[src/rtl/bir_pkg.sv]
`timescale 1ns / 1ps
// Shared types and constants for the bilinear image resize block.
// No dependencies; imported by the controller, datapath and top level.
package bir_pkg;

  localparam int COORD_W    = 12;
  localparam int PIX_W      = 8;
  localparam int SRC_CFG_W  = 11;
  localparam int DST_CFG_W  = 13;
  localparam int CFG_IDX_W  = 2;
  localparam int CFG_DATA_W = 13;

  localparam logic [SRC_CFG_W-1:0] SRC_WIDTH_RST  = 11'd640;
  localparam logic [SRC_CFG_W-1:0] SRC_HEIGHT_RST = 11'd480;
  localparam logic [DST_CFG_W-1:0] DST_WIDTH_RST  = 13'd640;
  localparam logic [DST_CFG_W-1:0] DST_HEIGHT_RST = 13'd480;

  // Configuration register indexes.
  typedef enum logic [CFG_IDX_W-1:0] {
    REG_SRC_WIDTH,
    REG_SRC_HEIGHT,
    REG_DST_WIDTH,
    REG_DST_HEIGHT
  } bir_reg_t;

  // Which of the four neighbors a frame read or capture refers to.
  typedef enum logic [1:0] {
    NB_P00,
    NB_P10,
    NB_P01,
    NB_P11
  } bir_nb_t;

  typedef enum logic [3:0] {
    ST_DIV_X,
    ST_WAIT_X,
    ST_DIV_Y,
    ST_WAIT_Y,
    ST_IDLE,
    ST_LOAD,
    ST_MAP,
    ST_ADDR,
    ST_RD0,
    ST_RD1,
    ST_RD2,
    ST_RD3,
    ST_HORZ,
    ST_VERT,
    ST_DONE
  } bir_state_t;

  typedef struct packed {
    logic    cfg_we;
    logic    div_start;
    logic    div_sel_y;
    logic    ratio_x_we;
    logic    ratio_y_we;
    logic    in_cap;
    logic    wr_en;
    logic    map_en;
    logic    addr_en;
    logic    rd_en;
    bir_nb_t rd_sel;
    logic    cap_en;
    bir_nb_t cap_sel;
    logic    horz_en;
    logic    vert_en;
    logic    res_load;
  } bir_cmd_t;

  typedef struct packed {
    logic div_done;
    logic oor_now;
    logic out_free;
  } bir_status_t;

endpackage

[src/rtl/bir_ctrl.sv]
`timescale 1ns / 1ps
// Controller state machine: sequences ratio division, loads and requests.
// Depends on bir_pkg; drives the datapath through bir_cmd_t.
module bir_ctrl
  import bir_pkg::*;
(
  input  logic        clk,
  input  logic        rst_n,
  input  logic        in_valid,
  input  logic        in_kind,
  output logic        in_stall,
  input  logic        cfg_valid,
  output logic        cfg_ready,
  input  bir_status_t status,
  output bir_cmd_t    cmd
);

  bir_state_t state_r, state_nxt;

  always_ff @(posedge clk) begin
    if (!rst_n) begin
      state_r <= ST_DIV_X;
    end else begin
      state_r <= state_nxt;
    end
  end

  always_comb begin
    state_nxt = state_r;
    unique case (state_r)
      ST_DIV_X:  state_nxt = ST_WAIT_X;
      ST_WAIT_X: if (status.div_done) state_nxt = ST_DIV_Y;
      ST_DIV_Y:  state_nxt = ST_WAIT_Y;
      ST_WAIT_Y: if (status.div_done) state_nxt = ST_IDLE;
      ST_IDLE: begin
        priority if (cfg_valid) begin
          state_nxt = ST_DIV_X;
        end else if (in_valid) begin
          state_nxt = in_kind ? ST_MAP : ST_LOAD;
        end
      end
      ST_LOAD:   state_nxt = ST_IDLE;
      ST_MAP:    state_nxt = status.oor_now ? ST_DONE : ST_ADDR;
      ST_ADDR:   state_nxt = ST_RD0;
      ST_RD0:    state_nxt = ST_RD1;
      ST_RD1:    state_nxt = ST_RD2;
      ST_RD2:    state_nxt = ST_RD3;
      ST_RD3:    state_nxt = ST_HORZ;
      ST_HORZ:   state_nxt = ST_VERT;
      ST_VERT:   state_nxt = ST_DONE;
      ST_DONE:   if (status.out_free) state_nxt = ST_IDLE;
      default:   state_nxt = ST_IDLE;
    endcase
  end

  always_comb begin
    cmd       = '0;
    in_stall  = 1'b1;
    cfg_ready = 1'b0;
    unique case (state_r)
      ST_DIV_X: cmd.div_start = 1'b1;
      ST_WAIT_X: cmd.ratio_x_we = status.div_done;
      ST_DIV_Y: begin
        cmd.div_start = 1'b1;
        cmd.div_sel_y = 1'b1;
      end
      ST_WAIT_Y: begin
        cmd.div_sel_y  = 1'b1;
        cmd.ratio_y_we = status.div_done;
      end
      ST_IDLE: begin
        cfg_ready  = 1'b1;
        in_stall   = cfg_valid;
        cmd.cfg_we = cfg_valid;
        cmd.in_cap = in_valid && !cfg_valid;
      end
      ST_LOAD: cmd.wr_en = 1'b1;
      ST_MAP:  cmd.map_en = 1'b1;
      ST_ADDR: cmd.addr_en = 1'b1;
      ST_RD0: begin
        cmd.rd_en  = 1'b1;
        cmd.rd_sel = NB_P00;
      end
      ST_RD1: begin
        cmd.rd_en   = 1'b1;
        cmd.rd_sel  = NB_P10;
        cmd.cap_en  = 1'b1;
        cmd.cap_sel = NB_P00;
      end
      ST_RD2: begin
        cmd.rd_en   = 1'b1;
        cmd.rd_sel  = NB_P01;
        cmd.cap_en  = 1'b1;
        cmd.cap_sel = NB_P10;
      end
      ST_RD3: begin
        cmd.rd_en   = 1'b1;
        cmd.rd_sel  = NB_P11;
        cmd.cap_en  = 1'b1;
        cmd.cap_sel = NB_P01;
      end
      ST_HORZ: cmd.horz_en = 1'b1;
      ST_VERT: cmd.vert_en = 1'b1;
      ST_DONE: cmd.res_load = status.out_free;
      default: ;
    endcase
  end

endmodule

[config.mk]
export PLATFORM = sky130hd
export DESIGN_NAME = bir_ctrl
export DESIGN_NICKNAME = d
export VERILOG_FILES = /design/src/rtl/bir_pkg.sv /design/src/rtl/bir_ctrl.sv
export SDC_FILE = /design/constraint.sdc
export NUM_CORES = 1
export LEC_CHECK = 0
export BUFFER_PORTS_ARGS = -buffer_cell sky130_fd_sc_hd__buf_2
export CAP_MARGIN = 10
export CELL_PAD_IN_SITES_DETAIL_PLACEMENT = 1
export CELL_PAD_IN_SITES_GLOBAL_PLACEMENT = 1
export CORE_MARGIN = 2
export CORE_UTILIZATION = 24
export CTS_BUF_LIST = sky130_fd_sc_hd__clkbuf_16
export CTS_CLUSTER_SIZE = 10
export DETAILED_ROUTE_END_ITERATION = 16
export HOLD_SLACK_MARGIN = 0.08
export PLACE_DENSITY_LB_ADDON = 0.08
export SKIP_CTS_REPAIR_TIMING = 1
export SYNTH_ARGS = -nofsm -noshare
export SYNTH_HDL_FRONTEND = slang
export SYNTH_SLANG_ARGS = --single-unit
[constraint.sdc]
create_clock -name clk -period 4.6 [get_ports clk]
set_input_delay 0 -clock clk [delete_from_list [all_inputs] [get_ports clk]]
set_output_delay 0 -clock clk [all_outputs]
set_load 0.05 [all_outputs]
==> flow_summary_export.csv, run 1 <==
group,metric,value,unit
power,worst_vdd_ir,0.349,mV
logic_synthesis,synth_top_area_frac,0.168,
logic_synthesis,dominant_cells_by_area_after_synthesis,"dfxtp_1 (17%), nor2_1 (11%), inv_1 (4.7%)",
logic_synthesis,syn_area,478,µm²
layout,antenna_cells_inserted,0,
logic_synthesis,post_synth_edffs,0,
logic_synthesis,synthMostInstantiatedCell,"nor2_1",
logic_synthesis,synth_top_area_cell,"dfxtp_1",
place,preCtsSetupSlack,2.69,ns
setup_path,cp_data_arrival_time,2.01,ns
route,route.antenna.remaining_nets,0,
sta,timing.slew.headroom,0.648,
setup_path,r2r-start,"state_r[2]$_SDFFE_PN0P_",
logic_synthesis,synth_warnings,0,
hold_path,min-delay-path-class,"in -> reg",
route,via_count,572,
floorplan,core-area,0.00192,mm²
sta,layout_worst_path_cycle_share,0.438,
sta,postLayoutSetupSlackWorst,2.59,ns
run_status,run_status,"completed",
sta,worst_clock_skew,0.00332,ns
sta,final_max_slew_viol_count,0,
place,hpwl,1080,µm
logic_synthesis,postSynthRegisterBits,4,
clock_tree,cts.root.buffer_cell,"clkbuf_16",
floorplan,placement_rows,16,
setup_path,crit_chain,"or4b_4 > or2_1 > nor2_1 > buf_2",
layout,syn2layout_area_growth,47.6,%
setup_path,critPathLaunch,"state_r[2]$_SDFFE_PN0P_",
global_routing,grt_pass1_vias,528,
layout,design.final.nets,103,
hold_path,hold_start,"in_kind",
floorplan,start_util,0.249,
route,detail_route.wl_per_cell,12.2,µm
route,finalWirelength,1470,µm
setup_path,worstSetupPathType,"reg -> out",
clock_tree,sinks_on_the_clock_net,4,
global_routing,grt_antenna_before_repair,0,
sta,total_of_endpoints_with_negative_setup_slack_in_the_final_report,0,
logic_synthesis,ys_seq_area_frac,0.168,
global_routing,grt_use_total,0.134,
setup_path,critical-path-slowest-cell,"dfxtp_1",
route,mean_number_of_vias_per_cell,4.77,
global_routing,first_pass_grt_wire_length,2430,µm
route,drc,0,
layout,finalCoreUtilization,0.367,
setup_path,worstSetupEndpointType,"primary output",
power,powerDensity,654,mW/mm²
floorplan,ios,28,
route,detailedRoute.firstIterationViolations,10,
logic_synthesis,postSynth.topFlopCell,"dfxtp_1",
global_routing,grt_start_max_net_pins,19,
clock_tree,clk-insertion-delay-late,0.23,ns
layout,registers.top_by_ff_count,"state_r",
sta,finalCriticalPeriod,2.01,ns
floorplan,dieArea,0.00236,mm²
clock_tree,htree_num_levels,1,
place,io_buffer_count,27,
logic_synthesis,synthArstFlopShare,0,
power,cellLeakagePower,0.365,nW
setup_path,worstPathRequired,4.60,ns
sta,fin_tns_setup,0,ns
flow_run,drv_cap,0,
floorplan,die_height,48.6,µm
clock_tree,cts_buffer_depth,2,
logic_synthesis,postSynthNetCount,76,
place,gp_congestion,0.704,
layout,layout.filler_cells,273,
logic_synthesis,synth.top_cells.by_count,"nor2_1 (14), inv_1 (6), clkbuf_1 (5), dfxtp_1 (4)",
sta,worst_pin_slew,0.527,ns
global_routing,grt.overflow.total,0,
setup_path,slowest_delay,0.64,ns
layout,layout-drive-gt1-share,0.366,
logic_synthesis,synth_area_per_cell,7.03,µm²
setup_path,cp_max_fo,18,
layout,largest_register_ffs,4,
setup_path,start_kind,"flop",
logic_synthesis,synth_cell_types,31,
logic_synthesis,post_synthesis_cell_count,68,
sta,achievable-frequency,497,MHz
clock_tree,cts_inserted_buffers,3,
layout,largestRegisters,"state_r: 4 flops",
route,drtPass1Iterations,4,
sta,rsz0062_at_grt,"false",
clock_tree,cts_tree,"done",
clock_tree,clk_transition_reported_paths,0.03,ns
sta,final-hold-violation-count,0,
floorplan,die-width,48.6,µm
[worst paths after layout]
| kind | endpoint | slack (ns) | cells after the start |
|---|---|---|---|
| hold reg to reg | state_r[1]$_SDFFE_PN0P_ | 0.79 | 2 |
| hold / removal | state_r[0]$_SDFFE_PN0P_ | 0.15 | 4 |
| setup reg to reg | state_r[1]$_SDFFE_PN0P_ | 2.69 | 4 |
| setup / recovery | cmd[12] | 2.59 | 4 |
[critical path, delay by kind of cell (launching register included)]
kind,cells,cell delay [ns]
DFF,1,0.64
buffers and inverters,1,0.26
and+or+nand+nor,3,0.88
[cells in the final DEF (no fill, tap or decap)]
cell type	instances
clkbuf_16	3
nor2b_1	2
dfxtp_1	4
o31ai_1	1
a21boi_0	1
o21ai_0	3
or4b_1	1
and2_1	2
o211ai_1	1
or2_1	1
o31a_1	2
o32a_4	1
nand3b_1	1
dlygate4sd3_1	1
or4b_4	1
nand2b_1	3
inv_1	6
a311oi_2	1
nand2_1	2
a211oi_1	1
nor2_1	14
o211a_1	1
buf_2	27
nand3_1	1
o21a_1	2
a21oi_1	2
nand4b_2	1
o2111ai_1	1
nor4bb_1	1
nor3_1	3
o311a_1	1
nand4b_1	1
[final cells by class]
class / instances / area, µm² / area share
flip-flops and latches: 4 / 80.1 / 0.113
multi-input cells: 52 / 349 / 0.495
repair buffers: 28 / 145 / 0.206
well taps: 27 / 33.8 / 0.0479
clock buffers: 3 / 75.1 / 0.106
inverters: 6 / 22.5 / 0.0319
[stage by stage]
| step | instances | hold WS [ns] | total power [mW] | area, µm² |
|---|---|---|---|---|
| 5_1_grt | 120 | 0.189 | 0.491 | 706 |
| 3_5_place_dp | 116 | 0.252 | 0.326 | 621 |
| 2_1_floorplan | 68 | 0.131 | 0.279 | 478 |
| 4_1_cts | 119 | 0.0161 | 0.467 | 696 |
| 3_3_place_gp | 116 | 0.248 | 0.326 | 621 |
| 6_report | 120 | 0.152 | 0.461 | 706 |
[cell families after synthesis]
family | after synthesis | share of synthesized area
simple gates | 34 | 0.408
compound gates | 18 | 0.322
buf+inv | 12 | 0.102
flops | 4 | 0.168
[where the power goes]
part	leakage, nW	total [mW]	internal, mW	switching [mW]
Clock	0.0370	0.138	0.111	0.0265
Combinational	0.295	0.226	0.0746	0.151
Sequential	0.0329	0.0975	0.0479	0.0496
[metal layers]
| layer | track usage | part of all wire | routed length, µm | up-vias |
|---|---|---|---|---|
| met1 | 0.182 | 0.49 | 726 | 263 |
| met4 | 0.0571 | 0.013 | 19 | 0 |
| met3 | 0.0494 | 0.053 | 78 | 2 |
| met2 | 0.189 | 0.44 | 644 | 15 |
| met5 | 0 | 0 | 0 | - |
| li1 | - | - | - | 292 |
No activity file was read; power rests on OpenSTA's default activity.
==> run 2, diff against run 1 <==
--- a/config.mk
+++ b/config.mk
@@ -5,6 +5,7 @@
 export SDC_FILE = /design/constraint.sdc
 export NUM_CORES = 1
 export LEC_CHECK = 0
+export ABC_AREA = 1
 export BUFFER_PORTS_ARGS = -buffer_cell sky130_fd_sc_hd__buf_2
 export CAP_MARGIN = 10
 export CELL_PAD_IN_SITES_DETAIL_PLACEMENT = 1
==> constraint.sdc (replaced) <==
create_clock -name clk -period 2.05 [get_ports clk]
set_input_delay 0 -clock clk [delete_from_list [all_inputs] [get_ports clk]]
set_output_delay 0 -clock clk [all_outputs]
set_load 0.05 [all_outputs]
==> flow_summary_export.csv, run 2 <==
group,metric,value,unit
setup_path,critical-path-slowest-cell,"dfxtp_1",
setup_path,r2r-start,"state_r[0]$_SDFFE_PN0P_",
global_routing,grt_pass1_vias,617,
layout,syn2layout_area_growth,53.2,%
flow_run,drv_cap,0,
setup_path,cp_data_arrival_time,1.50,ns
logic_synthesis,synth_warnings,0,
place,dpl.cell_count,144,
logic_synthesis,synth_top_area_cell,"dfxtp_1",
sta,fin_hold_ws,0.108,ns
sta,final-hold-violation-count,0,
logic_synthesis,postSynthRegisterBits,4,
sta,worst_clock_skew,0.00403,ns
sta,rsz0062_at_grt,"false",
logic_synthesis,synth_top_family_by_area,"simple AND/OR/NAND/NOR gates",
logic_synthesis,post_synthesis_cell_count,91,
logic_synthesis,ys_seq_area_frac,0.166,
route,finalWirelength,1650,µm
setup_path,path_depth,5,
setup_path,reg2reg_setup_slack,0.77,ns
layout,registers.top_by_ff_count,"state_r",
global_routing,grt.overflow.total,0,
setup_path,ff_to_ff_path_depth,6,
logic_synthesis,synth_xor_xnor_area_share,0,
global_routing,grt_antenna_before_repair,0,
floorplan,dieArea,0.00238,mm²
setup_path,critPathLaunch,"state_r[0]$_SDFFE_PN0P_",
setup_path,crit_family,"flip-flops",
route,mean_number_of_vias_per_cell,4.36,
power,p_sw,507,µW
sta,layout_worst_path_cycle_share,0.733,
route,detail_route.wl_per_cell,11.1,µm
layout,design.final.nets,132,
route,route.antenna.remaining_nets,0,
sta,finalCriticalPeriod,1.50,ns
setup_path,regToRegEndpoint,"state_r[2]$_SDFFE_PN0P_",
floorplan,die_height,48.8,µm
power,cellLeakagePower,0.438,nW
setup_path,cp_max_fo,8,
logic_synthesis,post_synth_mux_area_share,0,
logic_synthesis,post_synth_edffs,0,
logic_synthesis,synth-simple-area-share,0.579,
sta,achievable-frequency,666,MHz
clock_tree,cts_buffer_depth,2,
setup_path,setup.worst_path.end,"cmd[14]",
layout,postLayoutCellArea,738,µm²
layout,largest_register_ffs,4,
layout,largestRegisters,"state_r: 4 flops",
floorplan,die-width,48.8,µm
logic_synthesis,synthArstFlopShare,0,
layout,layout.filler_cells,284,
power,power.switching_fraction,0.510,
place,io_buffer_count,27,
floorplan,core-area,0.00192,mm²
clock_tree,clk-insertion-delay-late,0.23,ns
place,gp_congestion,0.783,
power,powerDensity,1350,mW/mm²
clock_tree,cts_tree,"done",
clock_tree,clk_transition_reported_paths,0.03,ns
logic_synthesis,synthesized_area_fraction_occupied_by_ao_oa_aoi_and_oai_cells,0.0909,
clock_tree,sinks_on_the_clock_net,4,
run_status,run_status,"completed",
logic_synthesis,synth.top_cells.by_count,"nor2_1 (21), nand2_1 (18), inv_1 (14), a21oi_1 (6), nand3_1 (6)",
setup_path,worstPathRequired,2.05,ns
setup_path,start_kind,"flop",
power,power.combinational.fraction,0.532,
floorplan,start_util,0.251,
layout,leading_cell_type_in_the_layout_fill_and_taps_excluded,"buf_2",
setup_path,worstSetupEndpointType,"primary output",
layout,layout.cells.most_common_list,"buf_2 (27), nor2_1 (21), nand2_1 (18), inv_1 (14)",
setup_path,worstSetupPathType,"reg -> out",
setup_path,crit_chain,"inv_2 > nor2_1 > inv_1 > nor3_1 > buf_2",
logic_synthesis,postSynth.topFlopCell,"dfxtp_1",
logic_synthesis,synthMostInstantiatedCell,"nor2_1",
floorplan,ios,28,
logic_synthesis,dominant_cells_by_area_after_synthesis,"dfxtp_1 (17%), nor2_1 (16%), nand2_1 (14%)",
power,clkPwrFrac,0.311,
sta,total_of_endpoints_with_negative_setup_slack_in_the_final_report,0,
power,worst_vdd_ir,0.653,mV
sta,final_max_slew_viol_count,0,
sta,timing.slew.headroom,0.783,
sta,worst_pin_slew,0.325,ns
logic_synthesis,synth_area_per_cell,5.29,µm²
route,drc,0,
logic_synthesis,postSynthNetCount,99,
layout,antenna_cells_inserted,0,
clock_tree,cts_inserted_buffers,3,
setup_path,worstPathBufferInverterCount,3,
setup_path,slowest_delay,0.50,ns
logic_synthesis,synth_fa_ha_area_frac,0,
layout,fin_cells,149,
logic_synthesis,synth_top_area_frac,0.166,
route,drtPass1Iterations,4,
logic_synthesis,syn_area,482,µm²
route,detailedRoute.firstIterationViolations,5,
power,p_int,487,µW
global_routing,first_pass_grt_wire_length,2730,µm
floorplan,placement_rows,16,
global_routing,grt_start_max_net_pins,9,
place,hpwl,1330,µm
logic_synthesis,synth_cell_types,16,
layout,layout-drive-gt1-share,0.377,
power,power_frac_seq,0.158,
clock_tree,htree_num_levels,1,
place,area_post_placement,643,µm²
global_routing,grt_use_total,0.148,
sta,fin_tns_setup,0,ns
clock_tree,cts.root.buffer_cell,"clkbuf_16",
hold_path,min-delay-path-class,"in -> reg",
route,via_count,650,
==> run 2: changes by cell type after synthesis, moves of 4 or more <==
| cell | delta |
|---|---|
| inv_2 | +5 |
| clkbuf_1 | -5 |
| a21oi_1 | +4 |
| nand2_1 | +16 |
| inv_1 | +8 |
| nand3_1 | +5 |
| nor2_1 | +7 |
==> run 2: worst min path at each step <==
stage	startpoint	to	cells past startpoint
CTS	rst_n	state_r[2]$_SDFFE_PN0P_	3
detailed placement	rst_n	state_r[2]$_SDFFE_PN0P_	3
global placement	rst_n	state_r[2]$_SDFFE_PN0P_	3
global route	status[0]	state_r[3]$_SDFFE_PN0P_	4
floorplan	rst_n	state_r[2]$_SDFFE_PN0P_	2
finish	status[0]	state_r[3]$_SDFFE_PN0P_	4
==> run 2: worst min-delay path, delay by kind of cell <==
| family | cells | cell delay (ns) |
|---|---|---|
| AOI/OAI and AO/OA | 1 | 0.06 |
| and+or+nand+nor | 1 | 0.10 |
| buffers and inverters | 2 | 0.12 |
==> run 2: logic make-up after synthesis <==
| logic type | count (synthesis) |
|---|---|
| AO/OA/AOI/OAI | 8 |
| buffers and inverters | 20 |
| flip-flops | 4 |
| AND/OR/NAND/NOR | 59 |
==> run 2: power by group through the flow <==
stage	Combinational [mW]	Sequential (mW)	Clock, mW
after floorplan	0.444	0.130	0
after global placement	0.527	0.157	0
after detailed placement	0.528	0.157	0
after CTS	0.534	0.158	0.311
after global routing	0.584	0.165	0.318
final	0.528	0.157	0.309
==> run 2: through the flow <==
step	setup WS (ns)	total power [mW]	util
floorplan	0.324	0.574	-
global placement	0.768	0.684	0.335
detailed placement	0.756	0.685	0.335
CTS	0.524	1.00	0.374
global route	0.376	1.07	0.384
finish	0.547	0.993	0.384
==> run 2: per-layer routing <==
layer  wire length, µm  up-vias  GRT usage  share of wire
li1                  -      338          -              -
met1               749      294      0.185           0.45
met2               796       16      0.244           0.48
met3                90        2     0.0460          0.055
met4                13        0     0.0429         0.0079
met5                 0        -          0              0
==> run 2: final cells by class <==
| type | count | area [µm²] | area share |
|---|---|---|---|
| Timing Repair Buffer | 29 | 155 | 0.210 |
| Multi-Input combinational cell | 67 | 323 | 0.437 |
| Inverter | 19 | 71.3 | 0.0966 |
| Clock buffer | 3 | 75.1 | 0.102 |
| Tap cell | 27 | 33.8 | 0.0458 |
| Sequential cell | 4 | 80.1 | 0.108 |
==> run 3, diff against run 2 <==
==> constraint.sdc (replaced) <==
create_clock -name clk -period 1.5 [get_ports clk]
set_input_delay 0 -clock clk [delete_from_list [all_inputs] [get_ports clk]]
set_output_delay 0 -clock clk [all_outputs]
set_load 0.05 [all_outputs]
==> flow_summary_export.csv, run 3 (synthesis gave the netlist of run 2 again) <==
group,metric,value,unit
run_status,run_status,"completed",
sta,worst_clock_skew,0.00156,ns
global_routing,grt_use_total,0.147,
route,detail_route.wl_per_cell,11.0,µm
global_routing,grt_start_max_net_pins,9,
clock_tree,clk-insertion-delay-late,0.22,ns
power,power.switching_fraction,0.509,
sta,layout_worst_path_cycle_share,0.917,
clock_tree,htree_num_levels,1,
setup_path,cp_data_arrival_time,1.38,ns
floorplan,core-area,0.00192,mm²
clock_tree,cts_tree,"done",
route,mean_number_of_vias_per_cell,4.35,
setup_path,start_kind,"flop",
sta,fin_tns_setup,0,ns
global_routing,grt_antenna_before_repair,0,
route,detailroute.wirelength.met3,68,µm
power,power_frac_seq,0.156,
setup_path,cp_max_fo,6,
route,drc,0,
route,detailedRoute.firstIterationViolations,9,
layout,largestRegisters,"state_r: 4 flops",
floorplan,start_util,0.251,
place,hpwl,1360,µm
setup_path,worstSetupPathType,"reg -> out",
power,clkPwrFrac,0.305,
power,total_power_consumption,1.38,mW
layout,postLayoutCellArea,764,µm²
sta,finalCriticalPeriod,1.38,ns
power,cellLeakagePower,0.439,nW
flow_run,drv_cap,0,
layout,layout-drive-gt1-share,0.410,
sta,rsz0062_at_grt,"false",
hold_path,hold_start,"status[0]",
sta,postLayoutSetupSlackWorst,0.125,ns
layout,syn2layout_area_growth,58.7,%
route,finalWirelength,1640,µm
setup_path,critical-path-slowest-cell,"dfxtp_1",
power,p_int,676,µW
route,met2_wirelength,790,µm
clock_tree,cts_inserted_buffers,3,
route,drtPass1Iterations,4,
sta,achievable-frequency,727,MHz
power,worst_vdd_ir,0.867,mV
layout,leading_cell_type_in_the_layout_fill_and_taps_excluded,"buf_2",
sta,final_max_slew_viol_count,0,
hold_path,hold_path_depth,4,
layout,antenna_cells_inserted,0,
setup_path,reg2reg_setup_slack,0.25,ns
floorplan,placement_rows,16,
setup_path,r2r-start,"state_r[1]$_SDFFE_PN0P_",
sta,total_of_endpoints_with_negative_setup_slack_in_the_final_report,0,
place,preCtsSetupSlack,0.216,ns
route,route.antenna.remaining_nets,0,
hold_path,min_delay_worst_endpoint,"state_r[3]$_SDFFE_PN0P_",
route,wl_met1,756,µm
setup_path,ff_to_ff_path_depth,6,
layout,largest_register_ffs,4,
sta,timing.slew.headroom,0.818,
floorplan,die_height,48.8,µm
sta,worst_pin_slew,0.273,ns
power,powerDensity,1800,mW/mm²
clock_tree,sinks_on_the_clock_net,4,
floorplan,ios,28,
route,via_count,648,
global_routing,grt.overflow.total,0,
setup_path,regToRegEndpoint,"state_r[1]$_SDFFE_PN0P_",
floorplan,dieArea,0.00238,mm²
global_routing,first_pass_grt_wire_length,2790,µm
clock_tree,cts.root.buffer_cell,"clkbuf_16",
global_routing,grt_pass1_vias,627,
place,area_post_placement,658,µm²
power,power.combinational.fraction,0.539,
setup_path,worstPathRequired,1.50,ns
place,gp_congestion,0.775,
setup_path,crit_chain,"nand2_2 > nor2_4 > inv_1 > nor2_1 > clkbuf_4",
sta,final-hold-violation-count,0,
clock_tree,clk_transition_reported_paths,0.03,ns
layout,layout.cells.most_common_list,"buf_2 (23), nor2_1 (21), nand2_1 (18), inv_1 (14)",
route,top_layer_used,"met4",
setup_path,worstSetupEndpointType,"primary output",
layout,design.final.nets,132,
place,io_buffer_count,27,
power,p_sw,700,µW
floorplan,die-width,48.8,µm
setup_path,slowest_delay,0.44,ns
hold_path,min-delay-path-class,"in -> reg",
layout,registers.top_by_ff_count,"state_r",
clock_tree,cts_buffer_depth,2,
-- run 3: per-stage QoR --
step | cells | hold slack, ns | util
after global routing | 149 | 0.158 | 0.398
final | 149 | 0.120 | 0.398
after global placement | 144 | 0.251 | 0.342
after floorplan | 91 | 0.125 | -
after CTS | 147 | 0.0235 | 0.382
after detailed placement | 144 | 0.255 | 0.342
-- run 3: worst max-delay path: cells and delay by family, from the launching register on --
kind | cells | cell delay [ns]
buf+inv | 2 | 0.30
flops | 1 | 0.44
simple gates | 3 | 0.40
-- run 3: worst max-delay path by stage --
stage	start	cells past startpoint	end
after global routing	state_r[0]$_SDFFE_PN0P_	5	cmd[14]
after floorplan	state_r[0]$_SDFFE_PN0P_	6	cmd[12]
after detailed placement	state_r[0]$_SDFFE_PN0P_	6	state_r[2]$_SDFFE_PN0P_
after global placement	state_r[0]$_SDFFE_PN0P_	6	state_r[2]$_SDFFE_PN0P_
after CTS	state_r[0]$_SDFFE_PN0P_	5	cmd[14]
final	state_r[2]$_SDFFE_PN0P_	5	cmd[17]
-- run 3: layer usage --
layer  vias up  track usage
met5         -            0
met1       289        0.198
met4         0       0.0429
met3         4       0.0276
li1        337            -
met2        18        0.237
-- run 3: layout make-up --
type                       count  area, µm²
multi-input combinational     67        338
fill                         283       1160
inverter                      19       71.3
clock buffer                   3       75.1
timing repair buffer          29        165
tap                           27       33.8
sequential                     4       81.3
-- run 3: power groups by stage --
stage,sequential (mW),clock [mW],combinational [mW]
2_1_floorplan,0.178,0,0.618
3_3_place_gp,0.213,0,0.734
3_5_place_dp,0.215,0,0.736
4_1_cts,0.213,0.421,0.739
5_1_grt,0.224,0.427,0.819
6_report,0.215,0.419,0.741
